## src/sv/base64_field_decoder_assert.svh

```systemverilog
// Assertion macros used by the base64 field decoder back end.
`ifndef BASE64_FIELD_DECODER_ASSERT_SVH
`define BASE64_FIELD_DECODER_ASSERT_SVH

// Same-cycle implication, clocked by clk_i and disabled in reset.
`define B64FD_ASSERT_IMPL(lbl, ante, cons) \
  lbl: assert property (@(posedge clk_i) disable iff (!rst_ni) (ante) |-> (cons)) \
    else $error("base64 field decoder assertion failed");

// Next-cycle implication, clocked by clk_i and disabled in reset.
`define B64FD_ASSERT_NEXT(lbl, ante, cons) \
  lbl: assert property (@(posedge clk_i) disable iff (!rst_ni) (ante) |=> (cons)) \
    else $error("base64 field decoder assertion failed");

`endif

```

## src/sv/b64fd_pkg.sv

```systemverilog
// Types, constants and the character classifier of the base64 field decoder.
`default_nettype none

package b64fd_pkg;

  localparam int unsigned QueueDepth = 4;
  localparam logic [15:0] CapacityReset = 16'd256;

  localparam logic [7:0] QuoteChar = 8'h22;
  localparam logic [7:0] PadChar   = 8'h3D;
  localparam logic [7:0] PlusChar  = 8'h2B;
  localparam logic [7:0] SlashChar = 8'h2F;

  typedef enum logic [1:0] {
    OP_DIGIT = 2'd0,
    OP_PAD   = 2'd1,
    OP_QUOTE = 2'd2,
    OP_BAD   = 2'd3
  } op_e;

  typedef enum logic [1:0] {
    KIND_DATA  = 2'd0,
    KIND_DONE  = 2'd1,
    KIND_ERROR = 2'd2
  } kind_e;

  typedef struct packed {
    op_e        kind;
    logic [5:0] value;
  } op_t;

  // Head of the queue as seen by the back end.
  typedef struct packed {
    logic valid;
    op_t  op;
  } head_t;

  function automatic op_t classify(input logic [7:0] c);
    op_t r;
    r.kind  = OP_BAD;
    r.value = 6'd0;
    if (c >= 8'h41 && c <= 8'h5A) begin
      r.kind  = OP_DIGIT;
      r.value = 6'(c - 8'h41);
    end else if (c >= 8'h61 && c <= 8'h7A) begin
      r.kind  = OP_DIGIT;
      r.value = 6'(c - 8'h61 + 8'd26);
    end else if (c >= 8'h30 && c <= 8'h39) begin
      r.kind  = OP_DIGIT;
      r.value = 6'(c - 8'h30 + 8'd52);
    end else if (c == PlusChar) begin
      r.kind  = OP_DIGIT;
      r.value = 6'd62;
    end else if (c == SlashChar) begin
      r.kind  = OP_DIGIT;
      r.value = 6'd63;
    end else if (c == PadChar) begin
      r.kind = OP_PAD;
    end else if (c == QuoteChar) begin
      r.kind = OP_QUOTE;
    end
    return r;
  endfunction

endpackage

`default_nettype wire

```

## src/sv/b64fd_fifo.sv

```systemverilog
// Short queue of classified characters between the front and back ends.
`default_nettype none

module b64fd_fifo #(
  parameter int unsigned Depth = b64fd_pkg::QueueDepth
) (
  input  wire                   clk_i,
  input  wire                   rst_ni,
  input  wire                   push_i,
  input  b64fd_pkg::op_t        wdata_i,
  output logic                  full_o,
  input  wire                   pop_i,
  output b64fd_pkg::head_t      head_o
);

  localparam int unsigned AddrW = (Depth > 1) ? $clog2(Depth) : 1;
  localparam int unsigned CntW  = $clog2(Depth + 1);

  b64fd_pkg::op_t mem_q [Depth];
  logic [AddrW-1:0] wptr_q, wptr_d, rptr_q, rptr_d;
  logic [CntW-1:0]  cnt_q, cnt_d;
  logic             do_push, do_pop;

  assign full_o      = (cnt_q == CntW'(Depth));
  assign head_o.valid = (cnt_q != '0);
  assign head_o.op    = mem_q[rptr_q];

  assign do_push = push_i && !full_o;
  assign do_pop  = pop_i && head_o.valid;

  always_comb begin
    wptr_d = wptr_q;
    rptr_d = rptr_q;
    cnt_d  = cnt_q;
    if (do_push) begin
      wptr_d = (wptr_q == AddrW'(Depth - 1)) ? '0 : wptr_q + AddrW'(1);
    end
    if (do_pop) begin
      rptr_d = (rptr_q == AddrW'(Depth - 1)) ? '0 : rptr_q + AddrW'(1);
    end
    if (do_push && !do_pop) begin
      cnt_d = cnt_q + CntW'(1);
    end else if (!do_push && do_pop) begin
      cnt_d = cnt_q - CntW'(1);
    end
  end

  always_ff @(posedge clk_i or negedge rst_ni) begin
    if (!rst_ni) begin
      wptr_q <= '0;
      rptr_q <= '0;
      cnt_q  <= '0;
    end else begin
      wptr_q <= wptr_d;
      rptr_q <= rptr_d;
      cnt_q  <= cnt_d;
    end
  end

  always_ff @(posedge clk_i) begin
    if (do_push) begin
      mem_q[wptr_q] <= wdata_i;
    end
  end

endmodule

`default_nettype wire

```

## src/sv/b64fd_front.sv

```systemverilog
// Front end: accepts characters and classifies them into queue entries.
`default_nettype none

module b64fd_front (
  input  wire              in_valid_i,
  input  wire  [7:0]       char_in_i,
  output logic             in_stall_o,
  input  wire              q_full_i,
  output logic             q_push_o,
  output b64fd_pkg::op_t   q_op_o
);

  // A word is taken whenever the queue has room.
  assign in_stall_o = q_full_i;
  assign q_push_o   = in_valid_i && !q_full_i;
  assign q_op_o     = b64fd_pkg::classify(char_in_i);

endmodule

`default_nettype wire

```

## src/sv/b64fd_back.sv

```systemverilog
// Back end: field state, capacity register and the result register.
`default_nettype none
`include "base64_field_decoder_assert.svh"

module b64fd_back (
  input  wire               clk_i,
  input  wire               rst_ni,
  input  wire               cfg_we_i,
  input  wire  [15:0]       cfg_wdata_i,
  input  b64fd_pkg::head_t  head_i,
  output logic              pop_o,
  output logic              out_valid_o,
  input  wire               out_stall_i,
  output logic [1:0]        result_kind_o,
  output logic [7:0]        data_byte_o,
  output logic [15:0]       length_o
);

  logic [15:0] cap_q;
  logic [11:0] acc_q, acc_d;
  logic [3:0]  bcnt_q, bcnt_d, bsum;
  logic [1:0]  gpos_q, gpos_d, pad_q, pad_d, need;
  logic [15:0] ocnt_q, ocnt_d;
  logic        err_q, err_d;
  logic        out_valid_q, out_valid_d;
  logic [1:0]  kind_q;
  logic [7:0]  byte_q;
  logic [15:0] len_q;
  logic        res_valid;
  b64fd_pkg::kind_e res_kind;
  logic [7:0]  res_byte;
  logic [15:0] res_len;
  logic        full, bad;

  // One queue entry is retired per cycle unless a stalled result is held.
  assign pop_o = head_i.valid && (!out_valid_q || !out_stall_i);

  assign need = 2'(~gpos_q + 2'd1);
  assign bad  = err_q || (cap_q == 16'd0) || (gpos_q == 2'd1) ||
                ((pad_q != 2'd0) && (pad_q != need));
  assign full = (cap_q == 16'd0) || (ocnt_q >= cap_q - 16'd1);
  assign bsum = bcnt_q + 4'd6;

  always_comb begin
    acc_d     = acc_q;
    bcnt_d    = bcnt_q;
    gpos_d    = gpos_q;
    pad_d     = pad_q;
    ocnt_d    = ocnt_q;
    err_d     = err_q;
    res_valid = 1'b0;
    res_kind  = b64fd_pkg::KIND_DATA;
    res_byte  = 8'd0;
    res_len   = 16'd0;
    if (pop_o) begin
      unique case (head_i.op.kind)
        b64fd_pkg::OP_QUOTE: begin
          res_valid = 1'b1;
          if (bad) begin
            res_kind = b64fd_pkg::KIND_ERROR;
          end else begin
            res_kind = b64fd_pkg::KIND_DONE;
            res_len  = ocnt_q;
          end
          acc_d  = '0;
          bcnt_d = '0;
          gpos_d = '0;
          pad_d  = '0;
          ocnt_d = '0;
          err_d  = 1'b0;
        end
        b64fd_pkg::OP_PAD: begin
          if (!err_q && pad_q != 2'd3) begin
            pad_d = pad_q + 2'd1;
          end
        end
        b64fd_pkg::OP_BAD: begin
          err_d = 1'b1;
        end
        b64fd_pkg::OP_DIGIT: begin
          if (!err_q) begin
            if (pad_q != 2'd0) begin
              err_d = 1'b1;
            end else begin
              gpos_d = gpos_q + 2'd1;
              acc_d  = {acc_q[5:0], head_i.op.value};
              if (bsum >= 4'd8) begin
                bcnt_d = bsum - 4'd8;
                if (full) begin
                  err_d = 1'b1;
                end else begin
                  res_valid = 1'b1;
                  res_byte  = 8'(acc_d >> bcnt_d);
                  ocnt_d    = ocnt_q + 16'd1;
                end
              end else begin
                bcnt_d = bsum;
              end
            end
          end
        end
        default: ;
      endcase
    end
  end

  always_comb begin
    if (pop_o) begin
      out_valid_d = res_valid;
    end else if (!out_stall_i) begin
      out_valid_d = 1'b0;
    end else begin
      out_valid_d = out_valid_q;
    end
  end

  always_ff @(posedge clk_i or negedge rst_ni) begin
    if (!rst_ni) begin
      cap_q       <= b64fd_pkg::CapacityReset;
      acc_q       <= '0;
      bcnt_q      <= '0;
      gpos_q      <= '0;
      pad_q       <= '0;
      ocnt_q      <= '0;
      err_q       <= 1'b0;
      out_valid_q <= 1'b0;
    end else begin
      if (cfg_we_i) begin
        cap_q <= cfg_wdata_i;
      end
      acc_q       <= acc_d;
      bcnt_q      <= bcnt_d;
      gpos_q      <= gpos_d;
      pad_q       <= pad_d;
      ocnt_q      <= ocnt_d;
      err_q       <= err_d;
      out_valid_q <= out_valid_d;
    end
  end

  always_ff @(posedge clk_i) begin
    if (pop_o && res_valid) begin
      kind_q <= res_kind;
      byte_q <= res_byte;
      len_q  <= res_len;
    end
  end

  assign out_valid_o   = out_valid_q;
  assign result_kind_o = kind_q;
  assign data_byte_o   = byte_q;
  assign length_o      = len_q;

  `B64FD_ASSERT_NEXT(a_quote_gives_end, pop_o && head_i.op.kind == b64fd_pkg::OP_QUOTE,
                     out_valid_q && kind_q != b64fd_pkg::KIND_DATA)
  `B64FD_ASSERT_NEXT(a_err_silent, pop_o && err_q && head_i.op.kind != b64fd_pkg::OP_QUOTE,
                     !out_valid_q)
  `B64FD_ASSERT_IMPL(a_data_no_len, out_valid_q && kind_q == b64fd_pkg::KIND_DATA,
                     len_q == 16'd0)
  `B64FD_ASSERT_NEXT(a_quote_clears, pop_o && head_i.op.kind == b64fd_pkg::OP_QUOTE,
                     ocnt_q == 16'd0 && !err_q && gpos_q == 2'd0)

endmodule

`default_nettype wire

```

## src/sv/base64_field_decoder.sv

```systemverilog
// Top level of the base64 field decoder: front end, queue and back end.
//
//   channel   direction  handshake                 payload
//   in        input      in_valid_i / in_stall_o   char_in_i
//   out       output     out_valid_o / out_stall_i result_kind_o, data_byte_o, length_o
//   cfg       input      cfg_we_i                  cfg_wdata_i (capacity)
//
// One character word is taken every cycle while the queue has room; the back end
// retires one queue entry per cycle while the result register is free or being taken.
// An accepted character is queued; any result is registered when its entry is popped.
// Reset sets capacity to 256 and clears the field state; no clearing pass is needed.
// An output stall fills the queue of QueueDepth entries before the input stalls.
`default_nettype none

module base64_field_decoder #(
  parameter int unsigned QueueDepth = b64fd_pkg::QueueDepth
) (
  input  wire         clk_i,
  input  wire         rst_ni,
  input  wire         cfg_we_i,
  input  wire  [15:0] cfg_wdata_i,
  input  wire         in_valid_i,
  output logic        in_stall_o,
  input  wire  [7:0]  char_in_i,
  output logic        out_valid_o,
  input  wire         out_stall_i,
  output logic [1:0]  result_kind_o,
  output logic [7:0]  data_byte_o,
  output logic [15:0] length_o
);

  logic             q_full, q_push, q_pop;
  b64fd_pkg::op_t   q_op;
  b64fd_pkg::head_t q_head;

  b64fd_front u_front (
    .in_valid_i (in_valid_i),
    .char_in_i  (char_in_i),
    .in_stall_o (in_stall_o),
    .q_full_i   (q_full),
    .q_push_o   (q_push),
    .q_op_o     (q_op)
  );

  b64fd_fifo #(
    .Depth (QueueDepth)
  ) u_fifo (
    .clk_i   (clk_i),
    .rst_ni  (rst_ni),
    .push_i  (q_push),
    .wdata_i (q_op),
    .full_o  (q_full),
    .pop_i   (q_pop),
    .head_o  (q_head)
  );

  b64fd_back u_back (
    .clk_i         (clk_i),
    .rst_ni        (rst_ni),
    .cfg_we_i      (cfg_we_i),
    .cfg_wdata_i   (cfg_wdata_i),
    .head_i        (q_head),
    .pop_o         (q_pop),
    .out_valid_o   (out_valid_o),
    .out_stall_i   (out_stall_i),
    .result_kind_o (result_kind_o),
    .data_byte_o   (data_byte_o),
    .length_o      (length_o)
  );

endmodule

`default_nettype wire
```

## config.mk

```make
export PLATFORM = sky130hd
export DESIGN_NAME = base64_field_decoder
export DESIGN_NICKNAME = d
export VERILOG_FILES = /design/src/sv/b64fd_pkg.sv /design/src/sv/b64fd_fifo.sv /design/src/sv/b64fd_front.sv /design/src/sv/b64fd_back.sv /design/src/sv/base64_field_decoder.sv
export VERILOG_INCLUDE_DIRS = /design/src /design/src/sv
export SDC_FILE = /design/constraint.sdc
export NUM_CORES = 1
export LEC_CHECK = 0
export ABC_AREA = 1
export BUFFER_PORTS_ARGS = -buffer_cell sky130_fd_sc_hd__buf_2
export CAP_MARGIN = 15
export CORE_MARGIN = 4
export CORE_UTILIZATION = 41
export DETAILED_ROUTE_END_ITERATION = 10
export SLEW_MARGIN = 20
export SYNTH_ARGS = -nofsm -noshare
export SYNTH_HDL_FRONTEND = slang
export SYNTH_SLANG_ARGS = --single-unit
```

## constraint.sdc

```tcl
create_clock -name clk_i -period 4 [get_ports clk_i]
set_input_delay 0.4 -clock clk_i [delete_from_list [all_inputs] [get_ports clk_i]]
set_output_delay 0.4 -clock clk_i [all_outputs]
set_load 0.02 [all_outputs]
```

# Word level (Yosys, flattened, before mapping)
# Memory sizes are Yosys's and may differ from the RTL's.
# Index checks and enable logic that the tools add are counted.
classes:
  addsub: 16
  order_cmp: 8
  eq_ne: 19
  n_shift: 1
  n_mux: 45
  n_bitwise: 5
  n_reduce_logical: 38
op_table:
  columns: ["op", "n"]
  rows:
  - ["$mux 16", 4]
  - ["$eq 8x6->1 const B", 4]
  - ["$mux 8", 4]
  - ["$pmux 16 s2", 1]
  - ["$mux 6", 3]
  - ["$add 16x1->16 const B", 1]
  - ["$ge 16x16->1", 1]
  - ["$ge 8x7->1 const B", 2]
  - ["$le 8x7->1 const B", 2]
  - ["$logic_not 16->1", 1]
  - ["$mux 2", 8]
  - ["$sub 16x1->16 const B", 1]
  - ["$mux 1", 14]
  - ["$logic_and 1x1->1", 12]
  - ["$mux 4", 3]
  - ["$pmux 6 s2", 1]
  - ["$shr 12x4->8", 1]
  - ["$sub 6x6->6 const B", 2]
  - ["$add 2x1->2 const B", 5]
  - ["$eq 2x2->1 const B", 4]
  - ["$ge 8x6->1 const B", 1]
  - ["$le 8x6->1 const B", 1]
  - ["$ne 2x2->1 const B", 4]
  - ["$pmux 2 s2", 2]
  - ["29 further kinds", 50]
word_totals:
  reg_bits: 81
  mem_bits_rw: 32
  inputBits: 29
  out_inout_bits: 28
  word_cells: 147
  memories: 1
mem_list:
  columns: ["memory", "depth", "width", "rd", "rd_ports_with_merged_regs", "write_ports", "line", "rtl"]
  rows:
  - ["u_fifo.mem_q", 4, 8, 1, 0, 1, "b64fd_fifo.sv:19", "b64fd_pkg::op_t mem_q [Depth];"]

# Logic depth before layout (Yosys ltp)
# Gate-level depths: netlist (run 1).
logic_depth:
  word_depth: 10
  mapped_depth: 20
  ltp_nobuf: 19

# Cells and area by module
# Synthesis (run 1) repeated with hierarchy kept, for this count alone.
hier_totals:
  cells_unflattened: 832
  hier_area_um2: 6919.1
modules_own_cells:
  columns: ["mod", "n_inst", "cells_per_inst", "area_each_um2", "seq_area_each_um2"]
  rows:
  - ["b64fd_back", 1, 533, 4399.2, 1958.1]
  - ["b64fd_fifo", 1, 153, 1750.4, 1136.1]
  - ["b64fd_front", 1, 146, 769.5, 0.0]

# Worst setup path before layout (run 1)
# OpenSTA, ideal clock, no wires.
synth_path:
  path_type: "register to register"
  start: "register u_back.cap_q[2]"
  end: "register u_back.byte_q[0] (netlist: u_back.data_byte_o[0]) (enable)"
  setup_time_ns: 0.383
  t_arrival_ns: 3.088
  t_required_ns: 3.617
  path_slack_ns: 0.529
  stages_incl_launch_ff: 18
  path_buffers: 1
  synth_period_minus_slack_ns: 3.471
  path_cell_list: "dfrtp_1 > nor2_1 > nand3_1 > nor2_1 > nand2_1 > nor2_1 > nand2_1 > nor3_1 > xor2_1 > inv_1 > ha_1 > a21oi_1 > o21ai_0 > nor2_1 > nand4_2 > or2_0 > buf_2 > nand2_1"
synth_between:
  elab_chain_cells: 10
  word_cells_on_any_way: 11
  cone_classes: "add/sub: 1; order compare: 1; mux: 6; reduce/logical: 3"
synth_rtl:
  columns: ["element", "line", "rtl"]
  rows:
  - ["from (decl)", "b64fd_back.sv:19", "logic [15:0] cap_q;"]
  - ["from (signal assigned)", "b64fd_back.sv:119", "cap_q <= b64fd_pkg::CapacityReset;"]
  - ["from (signal assigned)", "b64fd_back.sv:129", "cap_q <= cfg_wdata_i;"]
  - ["$sub 16x1->16", "b64fd_back.sv:41", "assign full = (cap_q == 16'd0) || (ocnt_q >= cap_q - 16'd1);"]
  - ["$ge 16x16->1", "b64fd_back.sv:41", null]
  - ["$logic_or 1x1->1 *", "b64fd_back.sv:41", null]
  - ["$mux 1 *", "b64fd_back.sv:89", "if (full) begin"]
  - ["$mux 1 *", "b64fd_back.sv:87", "if (bsum >= 4'd8) begin"]
  - ["$mux 1 *", "b64fd_back.sv:82", "if (pad_q != 2'd0) begin"]
  - ["$mux 1 *", "b64fd_back.sv:81", "if (!err_q) begin"]
  - ["$pmux 1 s2 *", "b64fd_back.sv:56", "unique case (head_i.op.kind)"]
  - ["$mux 1 *", "b64fd_back.sv:55", "if (pop_o) begin"]
  - ["$logic_and 1x1->1 *", "b64fd_back.sv:142", "if (pop_o && res_valid) begin"]
  - ["to (signal assigned)", "b64fd_back.sv:144", "byte_q <= res_byte;"]
  - ["to (decl)", "b64fd_back.sv:27", "logic [7:0] byte_q;"]
# Mark *: on every way between the ends. The rest lies on a longest branch, timed or not.
# A chain may end at the register's enable or synchronous reset.

# Worst setup path after layout (run 1)
layout_path:
  start: "register u_back.cap_q[2]"
  end: "register u_back.byte_q[1] (netlist: u_back.data_byte_o[1]) (enable)"
# The elaborated chain is that of the path after synthesis.

==> run summary, run 1 <==
Worst-Skew Late Latency = 350 ps
Sequential Area = 0.00309 sq mm
# hold bufs at CTS = 0
Layout Utilization = 47.2%
Post-Syn Area = 0.00648 sq mm
critical path type = reg -> reg
1st-iter DRT viols = 348
Syn. warnings = 0
Async S/R FF share, synth = 48.2%
Final setup violation count = 0
initial antenna violation count = 0
Via density = 4.78
first-pass GRT wire length = 22.6 mm
Starting Density = 42.2%
final std cells w/o fill = 1027
filler instances = 1544
CTS tree = done
fin crit period = 3580 ps
crit path from = u_back.cap_q[2]$_DFFE_PN0P_
post-synthesis cell count = 756
Die Y = 134 um
crit-path leading delay family = simple AND/OR/NAND/NOR gates
number of synthesized flops with an enable pin = 58
post-CTS resize count = 0
Core Region = 0.0154 sq mm
Mean Syn Cell Area = 8.58 sq um
total gr overflow = 0
synth unique cells = 45
row count = 45
ratio of cells with drive above 1 in the final layout = 11.8%
Fin Setup TNS = 0 ps
Pre-Repair DR Iteration Count = 5
Final Hold Viols = 0
# IOs = 57
area of the multi-input gates = 0.00291 sq mm
f_max = 279 MHz
critical path's most frequent cell = nor2_1
Slowest Stage Delay on Critical Path = 420 ps
RR Startpoint = u_back.cap_q[2]$_DFFE_PN0P_
CTS buffer count = 9
H-tree Lvls = 3
worst min path class = in -> async
Area Growth Syn to Fin = 11.8%
peak supply drop = 313 uV
CP arrival = 3610 ps
Routed Antenna Nets = 0
DR vias = 4907
worst slew pin tran = 781 ps
Wirelength per Cell = 13.0 um
vias in the first global route = 4630
Worst setup SP type = register
Main synth FF type = edfxtp_1
crit-path cells = nor2_1, nand3_1, nor2_1, nand2_1, nor2_1, nand2_1, nor3_1, xor2_1, inv_1, ha_1, a21oi_1, o21ai_0, nor2_1, nand4_2, or2_0, nand2_1, buf_4
syn nets = 827
Worst slew margin = 47.8%
Clock Tree Root = clkbuf_16
CP max FO = 26
Lkg Pwr = 3.29 nW
status = complete, no violations
Final Cycle Share = 89.6%
Worst Slack Setup Final = 416 ps
CP required = 4020 ps
Ant. Diodes = 0
Total GRT Usage = 15.5%
slowest cell on the critical path = dfrtp_1
Clock Skews = 10.8 ps
Die W = 134 um
#FFs+latches synth = 112
placed cell count = 1011
Overall Power = 4.49 mW
Residual DRC = 0
max cap viols = 0
worst-case clock buffer depth = 2
RSZ-0062 raised after global routing = no
Post-DP HPWL = 9.89 mm
Hold WS = 184 ps
DIE AREA = 0.0179 sq mm
GPL Wtd Cong = 0.880
Post-CTS Setup Inserts = 0
port buffer count = 56
PD cells = 619 mW/mm^2
CTS clock-pin slew for the worst setup and hold paths = 70 ps
register area share after synthesis = 47.7%
Slew Limit Fails = 0
cell area after layout = 0.00725 sq mm
total wire length = 13.4 mm
nets@finish = 882
largest net degree at the start of global routing = 55
buffers and inverters on the worst path = 2
endpoint class of the critical path = register
number of clock sinks = 112
dpl cell area = 0.00698 sq mm
Place WS = 412 ps
sequential cells by signal (all words and copies together) (netlist names), 2 cells and up:
signal,flops
u_fifo.mem_q,32
u_back.cap_q,16
u_back.length_o,16
u_back.ocnt_q,16
u_back.data_byte_o,8
u_back.acc_q,6
u_back.bcnt_q,3
u_fifo.cnt_q,3
u_back.gpos_q,2
u_back.pad_q,2
u_back.result_kind_o,2
u_fifo.rptr_q,2
u_fifo.wptr_q,2
layout make-up:
class | count | area share (%)
Sequential cell | 112 | 42.7
Clock buffer | 12 | 3.26
Multi-Input combinational cell | 523 | 40.2
Clock inverter | 4 | 0.414
Tap cell | 211 | 3.64
Inverter | 103 | 5.33
Timing Repair Buffer | 62 | 4.49
final timing paths:
path	endpoint	slack (ps)	depth (start not counted)
setup / recovery	u_back.data_byte_o[1]$_SDFFCE_PP0P_	420	17
hold / removal	u_back.cap_q[2]$_DFFE_PN0P_	180	2
setup reg to reg	u_back.data_byte_o[1]$_SDFFCE_PP0P_	420	17
hold reg to reg	u_back.bcnt_q[3]$_DFFE_PN0P_	510	2
max in group asynchronous	u_back.acc_q[3]$_DFFE_PN0P_	3340	2
min in group clk_i	u_back.cap_q[4]$_DFFE_PN0P_	260	3
layout by cell type (no fill, tap or decap), types with 13 or more instances in the layout:
cell | Yosys | routed
o21ai_0 | 50 | 50
nor2_1 | 81 | 81
nand3_1 | 57 | 57
a21oi_1 | 23 | 23
nor3_1 | 13 | 13
inv_1 | 99 | 99
edfxtp_1 | 58 | 58
ha_1 | 41 | 41
buf_2 | 9 | 56
xor2_1 | 26 | 26
nand2_1 | 173 | 173
dfrtp_1 | 53 | 53
Yosys cell counts (3+ instances only):
library cell / n / area share [%]
nor3b_1: 3 / 0.35
clkbuf_1: 7 / 0.41
dfrtp_1: 53 / 20
xor2_1: 26 / 3.5
o2111ai_1: 3 / 0.41
buf_2: 9 / 0.69
nor3_1: 13 / 1.0
a31oi_1: 4 / 0.39
edfxtp_1: 58 / 27
or2_2: 4 / 0.39
ha_1: 41 / 7.9
nor2_1: 81 / 4.7
inv_1: 99 / 5.7
nand2_1: 173 / 10
o21ai_0: 50 / 3.9
xnor2_1: 6 / 0.81
nand3_1: 57 / 4.4
a21oi_1: 23 / 1.8
nand4_1: 8 / 0.77
o22ai_1: 4 / 0.39
routing by layer:
layer	vias up	GRT usage (%)	routed length, um
li1	2587	-	-
met1	2212	23.1	7000
met2	96	23.0	5640
met3	12	2.68	582
met4	0	4.86	155
met5	-	0	0
kinds of logic after synthesis:
group	synth area share [%]
buffers and inverters	7.35
xor gates and xnor gates	4.32
DFF	47.7
and+or+nand+nor	23.6
AOI/OAI and AO/OA	8.45
muxes	0.347
adders and majority gates	8.22
report_power, final:
group	internal [mW]	total (mW)	switching (mW)	leakage, nW
Clock	0.427	0.834	0.407	0.128
Sequential	1.59	1.77	0.178	1.24
Combinational	0.590	1.89	1.30	1.92
Total	2.60	4.49	1.88	3.29
(Power assumes the default switching activity.)
==> run 2, diff against run 1 <==
Settings changed: ABC_AREA 1 to not set.
==> run 2 against run 1 <==
Setup slack got worse by 190 ps; global-route usage down 0.56 points; area after synthesis decreased by 6.7%; clock power up 16%; sequential share of layout area rose by 2.4 points; first-iteration DRC count shrank 51%; maximum frequency fell by 5.0%; register-to-register slack got worse by 190 ps; non-clock buffer count is 2 higher; via count fell by 16%; core utilization up 0.21 points; die area down 6.3%; critical endpoint is now u_back.ocnt_q[14]$_DFFE_PN0P_; highest routed layer unchanged.
==> run summary, run 2 <==
Starting Density = 41.8% (was 42.2%)
peak supply drop = 222 uV (was 313 uV)
worst-case clock buffer depth = 2 (unchanged)
DR vias = 4144 (was 4907)
Switch Pwr = 1.50 mW (was 1.88 mW)
Sequential Power Share = 41.9% (was 39.4%)
filler instances = 1341 (was 1544)
Pint = 2.76 mW (was 2.60 mW)
CTS buffer count = 9 (unchanged)
Slew Limit Fails = 0 (unchanged)
most frequent cells in the layout = edfxtp_1, buf_2, dfrtp_1 (was nand2_1, inv_1, nor2_1)
Post-CTS Setup Inserts = 0 (unchanged)
Main synth FF type = edfxtp_1 (unchanged)
Syn. warnings = 0 (unchanged)
largest net degree at the start of global routing = 55 (unchanged)
Worst-Skew Late Latency = 350 ps (about the same)
1st-iter DRT viols = 171 (was 348)
H-tree Lvls = 3 (unchanged)
vias in the first global route = 4169 (was 4630)
ratio of cells with drive above 1 in the final layout = 19.1% (was 11.8%)
Top reg by flops = u_fifo.mem_q (unchanged)
Hold WS = 164 ps (was 184 ps)
total wire length = 11.8 mm (was 13.4 mm)
synth unique cells = 60 (was 45)
port buffer count = 56 (unchanged)
# IOs = 57 (unchanged)
Final Hold Viols = 0 (unchanged)
Die W = 129 um (was 134 um)
Final Cycle Share = 94.3% (was 89.6%)
Worst slew margin = 41.7% (was 47.8%)
initial antenna violation count = 0 (unchanged)
Total GRT Usage = 14.9% (was 15.5%)
row count = 44 (was 45)
max reg flops = 32 (unchanged)
CP required = 4260 ps (was 4020 ps)
count leader, synth = edfxtp_1 (was nand2_1)
total gr overflow = 0 (unchanged)
CP max FO = 20 (was 26)
CTS clock-pin slew for the worst setup and hold paths = 70 ps (about the same)
post-synthesis cell count = 526 (was 756)
number of clock sinks = 112 (unchanged)
critical path type = reg -> reg (unchanged)
worst min path class = in -> async (unchanged)
CP arrival = 4040 ps (was 3610 ps)
commonest non-fill, non-tap cell in the layout = edfxtp_1 (was nand2_1)
nets@finish = 652 (was 882)
GPL Wtd Cong = 0.870 (was 0.880)
cell area after layout = 0.00686 sq mm (was 0.00725 sq mm)
dpl cell area = 0.00653 sq mm (was 0.00698 sq mm)
CTS tree = done (unchanged)
Pre-Repair DR Iteration Count = 4 (was 5)
Residual DRC = 0 (unchanged)
Final setup violation count = 0 (unchanged)
status = complete, no violations (unchanged)
ranking of synthesized cells by area = edfxtp_1, dfrtp_1, ha_1 (was edfxtp_1, dfrtp_1, nand2_1)
syn nets = 597 (was 827)
Slowest Stage Delay on Critical Path = 510 ps (was 420 ps)
Sw Ratio = 35.2% (was 41.9%)
worst slew pin tran = 872 ps (was 781 ps)
Die Y = 129 um (was 134 um)
Ant. Diodes = 0 (unchanged)
endpoint class of the critical path = register (unchanged)
Core Region = 0.0145 sq mm (was 0.0154 sq mm)
Synth area leader = edfxtp_1 (unchanged)
DIE AREA = 0.0168 sq mm (was 0.0179 sq mm)
Async S/R FF share, synth = 48.2% (unchanged)
Via density = 5.38 (was 4.78)
max cap viols = 0 (unchanged)
clock share of power = 22.7% (was 18.6%)
register area share after synthesis = 51.2% (was 47.7%)
Post-Syn Area = 0.00605 sq mm (was 0.00648 sq mm)
Clock Tree Root = clkbuf_16 (unchanged)
Worst setup SP type = register (unchanged)
Post-synth top cells = edfxtp_1, dfrtp_1, nand2_1 (was nand2_1, inv_1, nor2_1)
Mean Syn Cell Area = 11.5 sq um (was 8.58 sq um)
f_max = 265 MHz (was 279 MHz)
PD cells = 620 mW/mm^2 (was 619 mW/mm^2)
Post-DP HPWL = 8.90 mm (was 9.89 mm)
first-pass GRT wire length = 20.4 mm (was 22.6 mm)
share of the synthesized area in the top cell type = 28.8% (was 26.9%)
Clock Skews = 10.3 ps (was 10.8 ps)
crit-path cells = nor3_1, nor3b_1, nand2_1, nor4_1, xnor2_1, ha_1, nand4_1, o221ai_1, nor2_1, nand3_2, buf_4, or4_1, a21oi_1 (was nor2_1, nand3_1, nor2_1, nand2_1, nor2_1, nand2_1, nor3_1, xor2_1, inv_1, ha_1, a21oi_1, o21ai_0, nor2_1, nand4_2, or2_0, nand2_1, buf_4)
slowest cell on the critical path = or4_1 (was dfrtp_1)
Wirelength per Cell = 15.4 um (was 13.0 um)
combinational share of power = 35.4% (was 42.0%)
fin crit period = 3770 ps (was 3580 ps)
Lkg Pwr = 2.82 nW (was 3.29 nW)
number of synthesized flops with an enable pin = 58 (unchanged)
#FFs+latches synth = 112 (unchanged)
Area Growth Syn to Fin = 13.4% (was 11.8%)
Routed Antenna Nets = 0 (unchanged)
[run 2: changes by cell type after synthesis, sizes merged, moves of 9 or more]
cell / previous run / this run
nor2: 84 / 22
nand3: 57 / 10
and3: 1 / 10
mux2: 2 / 19
nand2: 176 / 42
inv: 101 / 23
xor2: 26 / 8
o21ai: 51 / 29
or3: 0 / 10
and2: 0 / 23
[run 2: cells by family (layout without fill, tap and decap cells)]
logic type	Yosys count	in the layout	share of synthesized area, %
and+or+nand+nor	173	173	15.6
AOI/OAI and AO/OA	102	102	10.9
buffers and inverters	43	103	2.94
DFF	112	112	51.2
muxes	32	32	7.34
xor gates and xnor gates	22	22	3.19
adders and majority gates	42	42	8.81
[run 2: power by group through the flow]
stage                     clock (mW)  combinational [mW]  sequential, mW
after floorplan                    0                1.01            1.88
after global placement             0                1.48            1.80
after detailed placement           0                1.53            1.81
after CTS                      0.984                1.53            1.79
after global routing            1.03                1.72            1.83
final                          0.966                1.51            1.78
[run 2: per-layer routing]
metal	part of all wire (%)	vias up	global-route usage [%]
met2	45	96	23.1
met5	0	-	0
met1	48	1973	21.6
met4	1.2	0	4.28
li1	-	2062	-
met3	4.9	13	2.84
[run 2: area by class of cell]
class	count	area, sq um	area share, %
multi-input cells	371	2790	40.6
clock buffers	12	246	3.59
repair buffers	64	340	4.96
flip-flops and latches	112	3090	45.1
clock inverters	4	77.6	1.13
inverters	23	86.3	1.26
well taps	184	230	3.36
[run 2: repair_timing]
item,in CTS,in global routing
endpoints found under the setup margin,0,5
gates resized for setup,0,1
hold buffers,0,0
[run 2: critical path, delay by kind of cell (launching register included)]
kind                     cells  cell delay [ps]
AO/OA/AOI/OAI                2              300
XOR/XNOR                     1              130
adder cells (fa/ha/maj)      1              330
buffers and inverters        1              260
flip-flops                   1              440
AND/OR/NAND/NOR              8             2210
[run 2: path summary, 6_finish.rpt]
check | cells past startpoint | endpoint | startpoint | slack (ps)
setup / recovery | 13 | u_back.ocnt_q[14]$_DFFE_PN0P_ | u_back.cap_q[2]$_DFFE_PN0P_ | 230
hold / removal | 2 | u_back.cap_q[10]$_DFFE_PN0P_ | rst_ni | 160
setup reg to reg | 13 | u_back.ocnt_q[14]$_DFFE_PN0P_ | u_back.cap_q[2]$_DFFE_PN0P_ | 230
hold reg to reg | 2 | u_back.gpos_q[1]$_DFFE_PN0P_ | u_back.gpos_q[1]$_DFFE_PN0P_ | 490
max in group asynchronous | 2 | u_back.ocnt_q[14]$_DFFE_PN0P_ | rst_ni | 3350
min in group clk_i | 2 | u_back.cap_q[12]$_DFFE_PN0P_ | cfg_wdata_i[12] | 280
[run 2: metrics by stage]
| step | std cells | TNS [ps] | setup WS, ps | power [mW] | utilization (%) |
|---|---|---|---|---|---|
| 2_1_floorplan | 526 | 0 | 203 | 2.89 | - |
| 3_3_place_gp | 754 | 0 | 382 | 3.28 | 45.1 |
| 3_5_place_dp | 754 | 0 | 224 | 3.34 | 45.1 |
| 4_1_cts | 770 | 0 | 188 | 4.30 | 47.3 |
| 5_1_grt | 770 | -1050 | -72.7 | 4.58 | 47.4 |
| 6_report | 770 | 0 | 226 | 4.25 | 47.4 |
==> run 3, diff against run 2 <==
Settings changed: BUFFER_PORTS_ARGS -buffer_cell sky130_fd_sc_hd__buf_2 to -buffer_cell sky130_fd_sc_hd__clkbuf_2, CORE_MARGIN 4 to not set.
==> run 3 against run 2 <==
Sequential cell count unchanged; non-clock buffer count decreased by 1; critical path type unchanged; the run now ends with design-rule violations left; largest power group unchanged; critical path depth did not move.
==> run summary, run 3 (synthesis results as in run 2) <==
worst slew pin tran = 874 ps (was 872 ps)
worst-case clock buffer depth = 2 (unchanged)
Slowest Stage Delay on Critical Path = 510 ps (about the same)
Area Growth Syn to Fin = 12.8% (was 13.4%)
Worst setup SP type = register (unchanged)
Fin Setup TNS = 0 ps (unchanged)
DIE AREA = 0.0152 sq mm (was 0.0168 sq mm)
Residual DRC = 1 (was 0)
crit-path cells = nor3_1, nor3b_2, nand2_1, nor4_1, xnor2_1, ha_1, nand4_1, o221ai_1, nor2_1, nand3_2, buf_4, or4_1, a21oi_1 (was nor3_1, nor3b_1, nand2_1, nor4_1, xnor2_1, ha_1, nand4_1, o221ai_1, nor2_1, nand3_2, buf_4, or4_1, a21oi_1)
Die W = 123 um (was 129 um)
endpoint class of the critical path = register (unchanged)
Top reg by flops = u_fifo.mem_q (unchanged)
status = complete, but fails checks (was complete, no violations)
Slew Limit Fails = 0 (unchanged)
Post-DP HPWL = 8.74 mm (was 8.90 mm)
area of the multi-input gates = 0.00279 sq mm (about the same)
Worst Slack Setup Final = 313 ps (was 226 ps)
dpl cell area = 0.00652 sq mm (was 0.00653 sq mm)
buffers and inverters on the worst path = 1 (unchanged)
ratio of cells with drive above 1 in the final layout = 19.0% (was 19.1%)
CTS tree = done (unchanged)
Die Y = 123 um (was 129 um)
Worst slew margin = 41.6% (was 41.7%)
Lkg Pwr = 2.80 nW (was 2.82 nW)
placed cell count = 753 (was 754)
first-pass GRT wire length = 19.3 mm (was 20.4 mm)
H-tree Lvls = 3 (unchanged)
Place WS = 207 ps (was 224 ps)
total wire length = 11.7 mm (was 11.8 mm)
Wirelength per Cell = 15.2 um (was 15.4 um)
RSZ-0062 raised after global routing = no
Post-CTS Setup Inserts = 0 (unchanged)
PD cells = 613 mW/mm^2 (was 620 mW/mm^2)
most frequent cells in the layout = edfxtp_1, clkbuf_2, dfrtp_1 (was edfxtp_1, buf_2, dfrtp_1)
Via density = 5.38 (about the same)
Total GRT Usage = 16.4% (was 14.9%)
Clock Tree Root = clkbuf_16 (unchanged)
Final Hold Viols = 0 (unchanged)
initial antenna violation count = 0 (unchanged)
nets@finish = 651 (was 652)
Hold WS = 185 ps (was 164 ps)
Pre-Repair DR Iteration Count = 8 (was 4)
slowest cell on the critical path = or4_1 (unchanged)
Starting Density = 41.8% (unchanged)
total gr overflow = 0 (unchanged)
critical path type = reg -> reg (unchanged)
fin crit period = 3690 ps (was 3770 ps)
Final setup violation count = 0 (unchanged)
final std cells w/o fill = 769 (was 770)
Sequential Area = 0.00309 sq mm (unchanged)
CP required = 4270 ps (was 4260 ps)
CTS clock-pin slew for the worst setup and hold paths = 70 ps (about the same)
Routed Antenna Nets = 0 (unchanged)
f_max = 271 MHz (was 265 MHz)
port buffer count = 56 (unchanged)
1st-iter DRT viols = 222 (was 171)
Final Cycle Share = 92.2% (was 94.3%)
Core Region = 0.0145 sq mm (unchanged)
Layout Utilization = 47.1% (was 47.4%)
GPL Wtd Cong = 0.892 (was 0.870)
crit-path leading delay family = simple AND/OR/NAND/NOR gates (unchanged)
row count = 44 (unchanged)
number of clock sinks = 112 (unchanged)
Clock Skews = 6.78 ps (was 10.3 ps)
CP max FO = 20 (unchanged)
cell area after layout = 0.00682 sq mm (was 0.00686 sq mm)
largest net degree at the start of global routing = 55 (unchanged)
peak supply drop = 213 uV (was 222 uV)
DR vias = 4137 (was 4144)
max cap viols = 0 (unchanged)
filler instances = 1315 (was 1341)
Worst-Skew Late Latency = 340 ps (was 350 ps)
worst min path class = in -> async (unchanged)
CTS buffer count = 9 (unchanged)
commonest non-fill, non-tap cell in the layout = edfxtp_1 (unchanged)
vias in the first global route = 3922 (was 4169)
failing checks = design-rule violations
# IOs = 57 (unchanged)
# hold bufs at CTS = 0 (unchanged)
Overall Power = 4.18 mW (was 4.25 mW)
CP arrival = 3950 ps (was 4040 ps)
max reg flops = 32 (unchanged)
Ant. Diodes = 0 (unchanged)
-- run 3: path summary, 6_finish.rpt --
| path | start | end | slack (ps) | cells after the start |
|---|---|---|---|---|
| hold reg to reg | u_back.bcnt_q[2]$_DFFE_PN0P_ | u_back.bcnt_q[2]$_DFFE_PN0P_ | 480 | 2 |
| hold / removal | rst_ni | u_back.cap_q[10]$_DFFE_PN0P_ | 180 | 2 |
| max in group asynchronous | rst_ni | u_back.acc_q[2]$_DFFE_PN0P_ | 3340 | 2 |
| min in group clk_i | cfg_wdata_i[0] | u_back.cap_q[0]$_DFFE_PN0P_ | 280 | 3 |
| setup / recovery | u_back.cap_q[2]$_DFFE_PN0P_ | u_back.ocnt_q[14]$_DFFE_PN0P_ | 310 | 13 |
| setup reg to reg | u_back.cap_q[2]$_DFFE_PN0P_ | u_back.ocnt_q[14]$_DFFE_PN0P_ | 310 | 13 |
-- run 3: area by class of cell --
type	count	area share, %
Clock buffer	12	3.47
Clock inverter	4	0.770
Inverter	23	1.27
Multi-Input combinational cell	371	40.9
Sequential cell	112	45.4
Tap cell	184	3.37
Timing Repair Buffer	63	4.88
-- run 3: power breakdown --
| group | total (mW) | internal (mW) | switching, mW |
|---|---|---|---|
| Sequential | 1.78 | 1.58 | 0.205 |
| Clock | 0.885 | 0.490 | 0.395 |
| Combinational | 1.51 | 0.606 | 0.908 |
| Total | 4.18 | 2.68 | 1.51 |
-- run 3: metal layers --
layer | vias up | GRT usage [%] | share of wire [%] | wire length, um
met2 | 102 | 25.0 | 44 | 5080
met1 | 1962 | 23.7 | 50 | 5850
met4 | 0 | 4.97 | 1.4 | 168
met5 | - | 0 | 0 | 0
met3 | 13 | 2.86 | 4.9 | 575
li1 | 2060 | - | - | -
-- run 3: what timing repair did --
action,CTS,global route
resized for setup,0,2
setup endpoints to repair,0,35
hold endpoints to repair,0,0
